--- src/hw/rtl/hbc_pkg.sv ---
// shared types and constants for the hit coincidence builder
package hbc_pkg;
	localparam int WINDOW_DEPTH = 4;
	localparam int CNT_W = $clog2(WINDOW_DEPTH + 1);
	localparam int IDX_W = $clog2(WINDOW_DEPTH);

	localparam logic [1:0] REG_WINDOW = 2'd0;
	localparam logic [1:0] REG_SLOPE  = 2'd1;
	localparam logic [1:0] REG_SHIFT  = 2'd2;

	localparam logic [2:0] KIND_RAW  = 3'd0;
	localparam logic [2:0] KIND_CAL  = 3'd1;
	localparam logic [2:0] KIND_PAIR = 3'd2;
	localparam logic [2:0] KIND_JSUM = 3'd3;
	localparam logic [2:0] KIND_TWOD = 3'd4;
	localparam logic [2:0] KIND_TRI  = 3'd5;

	localparam logic [2:0] PAIR_CHANNEL = 3'd2;

	typedef struct packed {
		logic [63:0] hit_time;
		logic [2:0]  channel;
		logic [14:0] charge;
	} cell_t;

	typedef enum logic [3:0] {
		ST_IDLE, ST_CHECK, ST_MORE, ST_RAW, ST_CAL, ST_PAIR0, ST_PAIR1,
		ST_JSUM, ST_TWOD, ST_TRI0, ST_TRI1, ST_TRI2, ST_SHIFT, ST_STORE
	} state_t;
endpackage

--- src/hw/rtl/hbc_if.sv ---
// channel interfaces for hits, fill records and register writes
interface hbc_hit_if;
	logic        valid;
	logic        ready;
	logic [63:0] hit_time;
	logic [2:0]  hit_channel;
	logic [14:0] hit_charge;
	modport source (output valid, hit_time, hit_channel, hit_charge, input ready);
	modport sink (input valid, hit_time, hit_channel, hit_charge, output ready);
endinterface

interface hbc_fill_if;
	logic        valid;
	logic        ready;
	logic [2:0]  fill_kind;
	logic [1:0]  spectrum_index;
	logic [16:0] value_x;
	logic [15:0] value_y;
	logic        last;
	modport source (output valid, fill_kind, spectrum_index, value_x, value_y, last,
		input ready);
	modport sink (input valid, fill_kind, spectrum_index, value_x, value_y, last,
		output ready);
endinterface

interface hbc_cfg_if;
	logic        valid;
	logic        ready;
	logic [1:0]  index;
	logic [31:0] data;
	modport source (output valid, index, data, input ready);
	modport sink (input valid, index, data, output ready);
endinterface

--- src/hw/rtl/detector_hit_coincidence_builder.sv ---
// top level: pending hit row and fill record sequencer
//
//  port  | dir | word
//  hit   | in  | hit_time, hit_channel, hit_charge
//  fill  | out | fill_kind, spectrum_index, value_x, value_y, last
//  cfg   | in  | index, data (window, slope, shift)
//
// each anchor that a hit closes, by time or forced by a full row, emits a raw
// and a calibrated record per buffered hit, plus two pair records or five
// triple records, one record per cycle from the single output register.
// a stalled fill word holds the sequencer.
// reset empties the row and loads the register defaults; no clearing pass.
module detector_hit_coincidence_builder (
	input  logic clk,
	input  logic arst_n,
	hbc_hit_if.sink    hit,
	hbc_fill_if.source fill,
	hbc_cfg_if.sink    cfg
);
	import hbc_pkg::*;

	state_t state_q, state_d;

	logic [31:0] window_q;
	logic [16:0] slope_q;
	logic [30:0] shift_q;

	logic [63:0]      t_q;
	logic [2:0]       ch_q;
	logic [14:0]      chg_q;
	logic [CNT_W-1:0] cnt_q;
	logic [IDX_W-1:0] j_q;
	logic             more_q, pair_q, tri_q, forced_q;
	logic [2:0]       sch_q [3];
	logic [14:0]      sq_q [3];
	logic [31:0]      prod_q;

	logic        out_v_q;
	logic [2:0]  kind_q;
	logic [1:0]  idx_q;
	logic [16:0] x_q;
	logic [15:0] y_q;
	logic        last_q;

	cell_t cells [WINDOW_DEPTH];
	cell_t din;

	assign din = '{hit_time: t_q, channel: ch_q, charge: chg_q};

	for (genvar i = 0; i < WINDOW_DEPTH; i++) begin : g_row
		hbc_cell u_cell (
			.clk   (clk),
			.shift (state_q == ST_SHIFT),
			.load  (state_q == ST_STORE && cnt_q == CNT_W'(i)),
			.nb    (cells[(i + 1 < WINDOW_DEPTH) ? i + 1 : i]),
			.din   (din),
			.q     (cells[i])
		);
	end

	// window tests
	logic [63:0] diff0, diff1;
	logic        close0, close1;
	assign diff0  = t_q - cells[0].hit_time;
	assign diff1  = t_q - cells[1].hit_time;
	assign close0 = diff0 >= {32'd0, window_q};
	assign close1 = diff1 >= {32'd0, window_q};

	// three-hit sort by channel
	logic [2:0]  c0, c1, c2, tc;
	logic [14:0] k0, k1, k2, tk;
	always_comb begin
		tc = '0;
		tk = '0;
		c0 = cells[0].channel; k0 = cells[0].charge;
		c1 = cells[1].channel; k1 = cells[1].charge;
		c2 = cells[2].channel; k2 = cells[2].charge;
		if (c0 > c1) begin
			tc = c0; c0 = c1; c1 = tc; tk = k0; k0 = k1; k1 = tk;
		end
		if (c1 > c2) begin
			tc = c1; c1 = c2; c2 = tc; tk = k1; k1 = k2; k2 = tk;
		end
		if (c0 > c1) begin
			tc = c0; c0 = c1; c1 = tc; tk = k0; k0 = k1; k1 = tk;
		end
	end

	logic go;
	logic j_end;
	cell_t cur;
	assign go    = !out_v_q || fill.ready;
	assign cur   = cells[j_q];
	assign j_end = (j_q == IDX_W'(cnt_q - CNT_W'(1)));

	// next state
	always_comb begin
		state_d = state_q;
		unique case (state_q)
			ST_IDLE:  if (hit.valid) state_d = ST_CHECK;
			ST_CHECK: begin
				if ((cnt_q != '0 && close0) || cnt_q == CNT_W'(WINDOW_DEPTH))
					state_d = ST_MORE;
				else
					state_d = ST_STORE;
			end
			ST_MORE:  state_d = ST_RAW;
			ST_RAW:   if (go) state_d = ST_CAL;
			ST_CAL: begin
				if (go) begin
					if (!j_end) state_d = ST_RAW;
					else if (pair_q) state_d = ST_PAIR0;
					else if (tri_q) state_d = ST_JSUM;
					else state_d = ST_SHIFT;
				end
			end
			ST_PAIR0: if (go) state_d = ST_PAIR1;
			ST_PAIR1: if (go) state_d = ST_SHIFT;
			ST_JSUM:  if (go) state_d = ST_TWOD;
			ST_TWOD:  if (go) state_d = ST_TRI0;
			ST_TRI0:  if (go) state_d = ST_TRI1;
			ST_TRI1:  if (go) state_d = ST_TRI2;
			ST_TRI2:  if (go) state_d = ST_SHIFT;
			// a forced close is the last close of a hit
			ST_SHIFT: state_d = forced_q ? ST_STORE : ST_CHECK;
			ST_STORE: state_d = ST_IDLE;
			default:  state_d = ST_IDLE;
		endcase
	end

	// record contents
	logic        emit;
	logic [2:0]  r_kind;
	logic [1:0]  r_idx;
	logic [16:0] r_x;
	logic [15:0] r_y;
	logic        r_end;
	logic [32:0] cal_sum;
	logic [15:0] jsum;
	assign cal_sum = 33'(shift_q) + 33'(prod_q);
	assign jsum    = 16'(sq_q[0]) + 16'(sq_q[2]);

	always_comb begin
		emit   = 1'b1;
		r_kind = KIND_RAW;
		r_idx  = cur.channel[2:1];
		r_x    = 17'(cur.charge);
		r_y    = '0;
		r_end  = 1'b0;
		unique case (state_q)
			ST_RAW: ;
			ST_CAL: begin
				r_kind = KIND_CAL;
				r_x    = cal_sum[32:16];
				r_end  = j_end && !pair_q && !tri_q;
			end
			ST_PAIR0: begin
				r_kind = KIND_PAIR;
				r_idx  = cells[0].channel[2:1];
				r_x    = 17'(cells[0].charge);
			end
			ST_PAIR1: begin
				r_kind = KIND_PAIR;
				r_idx  = cells[1].channel[2:1];
				r_x    = 17'(cells[1].charge);
				r_end  = 1'b1;
			end
			ST_JSUM: begin
				r_kind = KIND_JSUM;
				r_idx  = '0;
				r_x    = 17'(jsum);
			end
			ST_TWOD: begin
				r_kind = KIND_TWOD;
				r_idx  = '0;
				r_x    = 17'(sq_q[1]);
				r_y    = jsum;
			end
			ST_TRI0: begin
				r_kind = KIND_TRI;
				r_idx  = sch_q[0][2:1];
				r_x    = 17'(sq_q[0]);
			end
			ST_TRI1: begin
				r_kind = KIND_TRI;
				r_idx  = sch_q[1][2:1];
				r_x    = 17'(sq_q[1]);
			end
			ST_TRI2: begin
				r_kind = KIND_TRI;
				r_idx  = sch_q[2][2:1];
				r_x    = 17'(sq_q[2]);
				r_end  = 1'b1;
			end
			default: emit = 1'b0;
		endcase
	end

	always_ff @(posedge clk or negedge arst_n) begin
		if (!arst_n) begin
			state_q  <= ST_IDLE;
			cnt_q    <= '0;
			out_v_q  <= 1'b0;
			window_q <= 32'd400000;
			slope_q  <= 17'd26951;
			shift_q  <= 31'd12000625;
		end else begin
			state_q <= state_d;
			if (cfg.valid) begin
				unique case (cfg.index)
					REG_WINDOW: window_q <= cfg.data;
					REG_SLOPE:  slope_q <= cfg.data[16:0];
					REG_SHIFT:  shift_q <= cfg.data[30:0];
					default: ;
				endcase
			end
			if (state_q == ST_SHIFT) cnt_q <= cnt_q - CNT_W'(1);
			if (state_q == ST_STORE) cnt_q <= cnt_q + CNT_W'(1);
			if (emit && go) out_v_q <= 1'b1;
			else if (fill.ready) out_v_q <= 1'b0;
		end
	end

	always_ff @(posedge clk) begin
		if (state_q == ST_IDLE && hit.valid) begin
			t_q   <= hit.hit_time;
			ch_q  <= hit.hit_channel;
			chg_q <= hit.hit_charge;
		end
		if (state_q == ST_MORE) begin
			forced_q <= !close0;
			more_q   <= close0 && (cnt_q > CNT_W'(1)) && close1;
			pair_q   <= (cnt_q == CNT_W'(2)) &&
				(cells[0].channel == PAIR_CHANNEL || cells[1].channel == PAIR_CHANNEL);
			tri_q    <= (cnt_q == CNT_W'(3)) && (c0 != c1) && (c1 != c2) && (c0 != c2);
			sch_q[0] <= c0; sch_q[1] <= c1; sch_q[2] <= c2;
			sq_q[0]  <= k0; sq_q[1]  <= k1; sq_q[2]  <= k2;
			j_q      <= '0;
		end
		if (state_q == ST_RAW && go) prod_q <= slope_q * 32'(cur.charge);
		if (state_q == ST_CAL && go && !j_end) j_q <= j_q + IDX_W'(1);
		if (emit && go) begin
			kind_q <= r_kind;
			idx_q  <= r_idx;
			x_q    <= r_x;
			y_q    <= r_y;
			last_q <= r_end && !more_q;
		end
	end

	assign hit.ready           = (state_q == ST_IDLE);
	assign cfg.ready           = 1'b1;
	assign fill.valid          = out_v_q;
	assign fill.fill_kind      = kind_q;
	assign fill.spectrum_index = idx_q;
	assign fill.value_x        = x_q;
	assign fill.value_y        = y_q;
	assign fill.last           = last_q;
endmodule

--- src/hw/rtl/hbc_cell.sv ---
// one buffered hit of the pending row, shifts toward the anchor on close
module hbc_cell (
	input  logic          clk,
	input  logic          shift,
	input  logic          load,
	input  hbc_pkg::cell_t nb,
	input  hbc_pkg::cell_t din,
	output hbc_pkg::cell_t q
);
	import hbc_pkg::*;

	cell_t data_q;

	always_ff @(posedge clk) begin
		if (shift) begin
			data_q <= nb;
		end else if (load) begin
			data_q <= din;
		end
	end

	assign q = data_q;
endmodule

--- src/flat_wrapper.sv ---
// flat-port wrapper written by rule: the top's interface ports become plain ports
module detector_hit_coincidence_builder_flat import hbc_pkg::*;
  (clk, arst_n, hit_valid, hit_hit_time, hit_hit_channel, hit_hit_charge, hit_ready, fill_valid, fill_fill_kind, fill_spectrum_index, fill_value_x, fill_value_y, fill_last, fill_ready, cfg_valid, cfg_index, cfg_data, cfg_ready);
  hbc_hit_if hit_i ();
  hbc_fill_if fill_i ();
  hbc_cfg_if cfg_i ();
  input  logic clk;
  input  logic arst_n;
  input wire logic [$bits(hit_i.valid)-1:0] hit_valid;
  input wire logic [$bits(hit_i.hit_time)-1:0] hit_hit_time;
  input wire logic [$bits(hit_i.hit_channel)-1:0] hit_hit_channel;
  input wire logic [$bits(hit_i.hit_charge)-1:0] hit_hit_charge;
  output wire logic [$bits(hit_i.ready)-1:0] hit_ready;
  output wire logic [$bits(fill_i.valid)-1:0] fill_valid;
  output wire logic [$bits(fill_i.fill_kind)-1:0] fill_fill_kind;
  output wire logic [$bits(fill_i.spectrum_index)-1:0] fill_spectrum_index;
  output wire logic [$bits(fill_i.value_x)-1:0] fill_value_x;
  output wire logic [$bits(fill_i.value_y)-1:0] fill_value_y;
  output wire logic [$bits(fill_i.last)-1:0] fill_last;
  input wire logic [$bits(fill_i.ready)-1:0] fill_ready;
  input wire logic [$bits(cfg_i.valid)-1:0] cfg_valid;
  input wire logic [$bits(cfg_i.index)-1:0] cfg_index;
  input wire logic [$bits(cfg_i.data)-1:0] cfg_data;
  output wire logic [$bits(cfg_i.ready)-1:0] cfg_ready;
  assign hit_i.valid = hit_valid;
  assign hit_i.hit_time = hit_hit_time;
  assign hit_i.hit_channel = hit_hit_channel;
  assign hit_i.hit_charge = hit_hit_charge;
  assign hit_ready = hit_i.ready;
  assign fill_valid = fill_i.valid;
  assign fill_fill_kind = fill_i.fill_kind;
  assign fill_spectrum_index = fill_i.spectrum_index;
  assign fill_value_x = fill_i.value_x;
  assign fill_value_y = fill_i.value_y;
  assign fill_last = fill_i.last;
  assign fill_i.ready = fill_ready;
  assign cfg_i.valid = cfg_valid;
  assign cfg_i.index = cfg_index;
  assign cfg_i.data = cfg_data;
  assign cfg_ready = cfg_i.ready;
  detector_hit_coincidence_builder u_core (.clk(clk), .arst_n(arst_n), .hit(hit_i), .fill(fill_i), .cfg(cfg_i));
endmodule
--- config.mk ---
export PLATFORM = sky130hd
export DESIGN_NAME = detector_hit_coincidence_builder_flat
export DESIGN_NICKNAME = d
export VERILOG_FILES = /design/src/hw/rtl/hbc_pkg.sv /design/src/hw/rtl/hbc_if.sv /design/src/hw/rtl/detector_hit_coincidence_builder.sv /design/src/hw/rtl/hbc_cell.sv /design/src/flat_wrapper.sv
export SDC_FILE = /design/constraint.sdc
export NUM_CORES = 2
export LEC_CHECK = 0
export ABC_AREA = 1
export BUFFER_PORTS_ARGS = -buffer_cell sky130_fd_sc_hd__buf_2
export CORE_AREA = 2 2 343 345
export DETAILED_ROUTE_END_ITERATION = 6
export DIE_AREA = 0 0 345 347
export MAX_ROUTING_LAYER = met4
export PLACE_DENSITY = 0.67
export SYNTH_ARGS = -nofsm -noshare
export SYNTH_HDL_FRONTEND = slang
export SYNTH_SLANG_ARGS = --single-unit
--- constraint.sdc ---
create_clock -name clk -period 10.3 [get_ports clk]
set_input_delay 2.06 -clock clk [delete_from_list [all_inputs] [get_ports clk]]
set_output_delay 2.06 -clock clk [all_outputs]
set_load 0.01 [all_outputs]
* After elaboration in Yosys (flattened, before gate mapping)
Memories as Yosys holds them, arrays and structs flattened.
Index checks and enable logic that the tools add are counted.
Widths: inputs -> output; s select.
** Storage, ports and cells
- Register bits after elaboration :: 575
- RAM bits :: 54
- Input port bits :: 121
- Output and inout port bits :: 42
- Logic and storage cells :: 183
- Memories :: 2
** Operators by class
- $add $sub $neg :: 7
- $mul :: 1
- Order comparisons :: 7
- Equal/unequal tests :: 34
- Muxes and demuxes :: 49
- Bitwise gates (word level) :: 2
- Reductions and logical operators :: 49
** Memories
- u_core.sq_q :: words 3, bits a word 15, read ports 3, clocked after Yosys merged registers in 0, write ports 3, line detector_hit_coincidence_builder.sv:35 : logic [14:0] sq_q [3];
- u_core.sch_q :: words 3, bits a word 3, read ports 3, clocked after Yosys merged registers in 0, write ports 3, line detector_hit_coincidence_builder.sv:34 : logic [2:0] sch_q [3];
** Operators with widths (count)
- $mux 82 :: 6
- $bmux 82 s2 :: 1
- $ge 64x32->1 :: 2
- $sub 64x64->64 :: 2
- $pmux 17 s7 :: 1
- $mux 15 :: 6
- $mux 4 :: 14
- $pmux 4 s12 :: 1
- $mux 18 :: 2
- $add 31x32->33 :: 1
- $mul 17x15->32 :: 1
- $eq 4x4->1 const B :: 6
- $mux 3 :: 8
- $logic_and 1x1->1 :: 19
- $add 15x15->16 :: 1
- $eq 4x3->1 const B :: 4
- $ne 2x1->1 const B :: 8
- $pmux 3 s5 :: 1
- $eq 3x2->1 const B :: 4
- $pmux 2 s6 :: 1
- $reduce_bool 2->1 :: 6
- $gt 3x3->1 :: 3
- $ne 3x3->1 :: 3
- $reduce_and 9->1 :: 1
- other kinds (28) :: 47

* Depth between registers and ports, before layout
- Word-level depth :: 10
- Gate-level depth with buffers :: 31
- Gate-level depth less buffers :: 31

* By module
From an unflattened synthesis, not the netlist that was laid out.
** Unflattened totals
- Cells, all modules :: 6549
- Area total of the unflattened synthesis :: 49877.8 µm²
** Modules (own cells, without submodules)
- detector_hit_coincidence_builder :: times used 1, cells each 5161, area an instance 35754.3 µm², sequential area each 8543.2 µm²
- hbc_cell :: times used 4, cells each 347, area an instance 3530.9 µm², sequential area each 2462.4 µm²

* Worst setup path after synthesis
No wires, ideal clock.
- Kind :: register to register
- From :: register u_core.cnt_q[0]
- To :: register u_core.g_row[3].u_cell.data_q, in the netlist u_core.g_row[3].u_cell.q[0], enable pin
- Library setup time :: 0.640 ns
- Data arrival time :: 6.621 ns
- Data required time :: 9.660 ns
- Path slack :: 3.040 ns
- Cell stages (with the launch flop) :: 4
- Path buffers :: 0
- Period minus slack after synthesis :: 7.260 ns
- Path through :: dfrtp_1 ha_1 ha_1 nor3b_1
** On the way
- Word-level cells in the longest chain between the ends :: 3
** RTL lines
- from (decl) :: line detector_hit_coincidence_builder.sv:31 : logic [CNT_W-1:0] cnt_q;
- from (signal assigned) :: line detector_hit_coincidence_builder.sv:217 : if (state_q == ST_SHIFT) cnt_q <= cnt_q - CNT_W'(1);
- from (signal assigned) :: line detector_hit_coincidence_builder.sv:218 : if (state_q == ST_STORE) cnt_q <= cnt_q + CNT_W'(1);
- $eq 3x2->1 :: line detector_hit_coincidence_builder.sv:54 : .load (state_q == ST_STORE && cnt_q == CNT_W'(i)),
- $logic_and 1x1->1 :: line detector_hit_coincidence_builder.sv:54
- $reduce_and 2->1 (no source line)
- to (signal assigned) :: line hbc_cell.sv:16 : data_q <= nb;
- to (signal assigned) :: line hbc_cell.sv:18 : data_q <= din;
- to (decl) :: line hbc_cell.sv:12 : cell_t data_q;
Every way passes these cells.
A chain may end at the register's enable or synchronous reset.

* Worst setup path after layout
- From :: register u_core.j_q[1]
- To :: register u_core.prod_q[30] (data pin)
** On the way
- Word-level cells in the longest chain between the ends :: 5
** RTL lines
- from (decl) :: line detector_hit_coincidence_builder.sv:32 : logic [IDX_W-1:0] j_q;
- from (signal assigned) :: line detector_hit_coincidence_builder.sv:241 : if (state_q == ST_CAL && go && !j_end) j_q <= j_q + IDX_W'(1);
- $not 2->3 (not written as such) :: line detector_hit_coincidence_builder.sv:93 : assign cur = cells[j_q];
- $bmux 82 s2 :: line detector_hit_coincidence_builder.sv:93
- $mux 18 (not written as such) (2 in series) :: line detector_hit_coincidence_builder.sv:93
- $mul 17x15->32 :: line detector_hit_coincidence_builder.sv:240 : if (state_q == ST_RAW && go) prod_q <= slope_q * 32'(cur.charge);
- to (signal assigned) :: line detector_hit_coincidence_builder.sv:240
- to (decl) :: line detector_hit_coincidence_builder.sv:36 : logic [31:0] prod_q;
Every way passes these cells. The select of a mux whose other input is x is not followed.

==> metrics.yaml <==
clock_network:
  clock-sinks: 626
  post_cts_resize_count: 0
  clock_path_buffers: 3
  clk_latency_ps: 680
  hold_buffers: 0
  post_cts_buffers: 0
  cts_htree_levels: 3
  clockRootBuffer: "clkbuf_16"
  numCtsBuffers: 73
  cts_tree: "done"
  cts.clk_slew.worst_paths_ps: 60
timing:
  fin_tns_setup_ps: 0
  rsz0062_at_grt: "false"
  period_needed_ps: 8095
  setup_viol: 0
  max_freq_mhz: 123.5
  finalMaxSlewViolations: 0
  final_hold_viol_count: 0
  timing.final.crit_share: 0.7859
  tightest_slew_ps: 1130
  max_slew_margin: 0.2451
  skew_ps: 31.05
grt:
  grt_pass1_vias: 39110
  grt_max_degree: 136
  grt_pass1_wl_um: 239000
  antenna_found_initial: 5
  grt_remaining_overflow: 0
  track_usage: 0.2721
worst_hold_path:
  min_path_cells: 0
  hp-class: "register to register"
  hold_end: "u_core.g_row[3].u_cell.q[17]$_DFFE_PP_"
  worstHoldStart: "u_core.ch_q[2]$_DFFE_PP_"
synthesis:
  synth_edf_count: 538
  synthMuxAreaShare: 0
  yosys.area_share.simple: 0.2186
  syn_area_sq_mm: 0.04737
  ys_seq_elements: 626
  synth_top_family_by_area: "simple AND/OR/NAND/NOR gates"
  synth_nets: 6580
  yosysUniqueCellTypes: 57
  async_flop_share: 0.1406
  syn_avg_cell_area_sq_um: 8.006
  synthAdderAreaFrac: 0.1742
  synth_ff_type: "edfxtp_1"
  synth_compound_area_frac: 0.1046
  synth-xor-area-share: 0.02274
  yosysSeqAreaShare: 0.3883
  synth_warnings: 0
  syn_inst: 5917
floorplan:
  core_sq_mm: 0.1157
  chipHeight_um: 347
  dieArea_sq_mm: 0.1197
  rows: 125
  die_w_um: 345
  ios: 163
  start_util: 0.4093
final_layout:
  drive_above_1_share: 0.06822
  n_fill_cell: 11630
  fin_util: 0.4513
  layout.nets: 6717
  mostFrequentLayoutCell: "nand2_1"
  syn_to_final_growth_pct: 10.26
  layout_common_cells: "nand2_1, inv_1, edfxtp_1"
flow_run:
  max_cap_viol_count: 0
setup_path:
  crit_type: "register to register"
  r2r_cells: 24
  endpoint_kind: "register"
  worstSetupStartpointType: "register"
  worstPathRequired_ps: 10730
  cp_data_arrival_time_ps: 8520
  reg2reg_slack_ps: 2210
  rr_endpoint: "u_core.prod_q[30]$_DFFE_PP_"
  reg2reg_from: "u_core.j_q[1]$_SDFFCE_PN0P_"
  crit_fanout: 21
drt:
  vias: 39990
  drtAntennaViolNets: 0
  drc: 0
  dr.pass1.iters: 6
  drt_iter0_drc: 3382
  dr_wl_met3_um: 10020
  met2_length_um: 76740
  highest_layer: "met4"
  wl_met1_um: 67760
  routed_via_density: 5.232
  wl_per_cell_um: 20.96
  drt-total-wl_um: 160200
status:
  status: "complete, no violations"
placement:
  numPortBuffers: 161
  hpwl_um: 130900
  gp_congestion: 1.028
cell families (layout without fill, tap and decap cells):
family / after synthesis / after routing
xor+xnor: 123 / 123
fa+ha+maj: 542 / 542
buf+inv: 1151 / 1347
simple gates: 2570 / 2570
flops: 626 / 626
other cells: 1 / 6
compound gates: 904 / 904
per-stage QoR:
step | hold slack [ps] | std cells | setup slack [ps] | area (sq um)
after floorplan | 426.8 | 5917 | 3040 | 47370
after global placement | 446.4 | 7503 | 2334 | 49880
after detailed placement | 461.0 | 7503 | 2191 | 49880
after CTS | 473.7 | 7637 | 2154 | 52220
after global routing | 477.6 | 7637 | 1694 | 52220
final | 468.1 | 7642 | 2205 | 52230
routing by layer:
metal,global-route usage,up-vias
li1,-,19340
met1,0.3430,19070
met2,0.4530,1315
met3,0.03563,266
met4,0.09049,0
met5,-,-
layout make-up:
| cell class | instances | area [sq um] | share of cell area |
|---|---|---|---|
| Sequential cell | 626 | 18390 | 0.3521 |
| Antenna cell | 5 | 12.51 | 0.0002395 |
| Clock inverter | 43 | 426.7 | 0.008169 |
| Clock buffer | 91 | 1914 | 0.03665 |
| Tap cell | 1524 | 1907 | 0.03651 |
| Inverter | 1030 | 3875 | 0.07419 |
| Timing Repair Buffer | 183 | 998.5 | 0.01912 |
| Multi-Input combinational cell | 4140 | 24700 | 0.4730 |
cells in the mapped netlist, drive strengths merged, types with 8 or more instances:
library cell,count,area (sq um)
nand4,36,225.2
nand2,1758,6661
o2111ai,9,78.83
dfrtp,60,1501
edfxtp,538,16160
o22ai,11,68.82
buf,15,65.07
o21a,12,90.09
nor3,35,210.2
o221ai,9,78.83
a21oi,292,1461
a31oi,11,68.82
nor2,538,2090
o211ai,21,157.7
ha,346,4329
inv,1024,3844
fa,196,3924
xnor2,32,280.3
nand3,145,760.7
o21ai,451,2261
a211oi,8,60.06
nand3b,30,225.2
nor4,15,100.1
xor2,91,797.0
dfstp,28,735.7
a21o,19,142.6
clkbuf,106,400.4
a221oi,12,105.1
a21boi,18,138.9
o21bai,22,165.2
flip-flops by register name, indices dropped and copies added (netlist names), 4 cells and up:
signal                 count
u_core.g_row.u_cell.q    328
u_core.fill.value_x       17
u_core.state_q             4
u_core.prod_q             32
u_core.slope_q            17
u_core.window_q           32
u_core.sq_q               45
u_core.fill.value_y       16
u_core.chg_q              15
u_core.t_q                64
u_core.shift_q            31
u_core.sch_q               6
worst max-delay path: stages (launching register included):
cell and delay, ps:
edfxtp_1 820, inv_1 590, a21oi_1 240, o21ai_0 110, nand2_1 510, inv_1 240
nand2_1 140, fa_1 450, fa_1 620, inv_1 80, fa_1 500, fa_1 520
fa_1 550, inv_1 60, fa_1 540, inv_1 60, ha_1 350, nand2_1 100
o21ai_0 270, a21boi_0 140, o221ai_1 510, a21oi_1 140, nor2_1 110, nor2_1 60
xnor2_1 120
how the worst max path moves through the flow:
stage | start | endpoint | slack, ps | cells after the start
floorplan | u_core.cnt_q[0]$_DFFE_PN0P_ | u_core.g_row[3].u_cell.q[0]$_DFFE_PP_ | 3040 | 3
global placement | u_core.j_q[1]$_SDFFCE_PN0P_ | u_core.prod_q[30]$_DFFE_PP_ | 2330 | 24
detailed placement | u_core.j_q[1]$_SDFFCE_PN0P_ | u_core.prod_q[30]$_DFFE_PP_ | 2190 | 24
CTS | u_core.j_q[1]$_SDFFCE_PN0P_ | u_core.prod_q[30]$_DFFE_PP_ | 2150 | 24
global route | u_core.j_q[1]$_SDFFCE_PN0P_ | u_core.prod_q[30]$_DFFE_PP_ | 1690 | 24
finish | u_core.j_q[1]$_SDFFCE_PN0P_ | u_core.prod_q[30]$_DFFE_PP_ | 2210 | 24
Power is not shown: default switching activity piles up to over one toggle a cycle in this logic, so the estimate is an artifact.
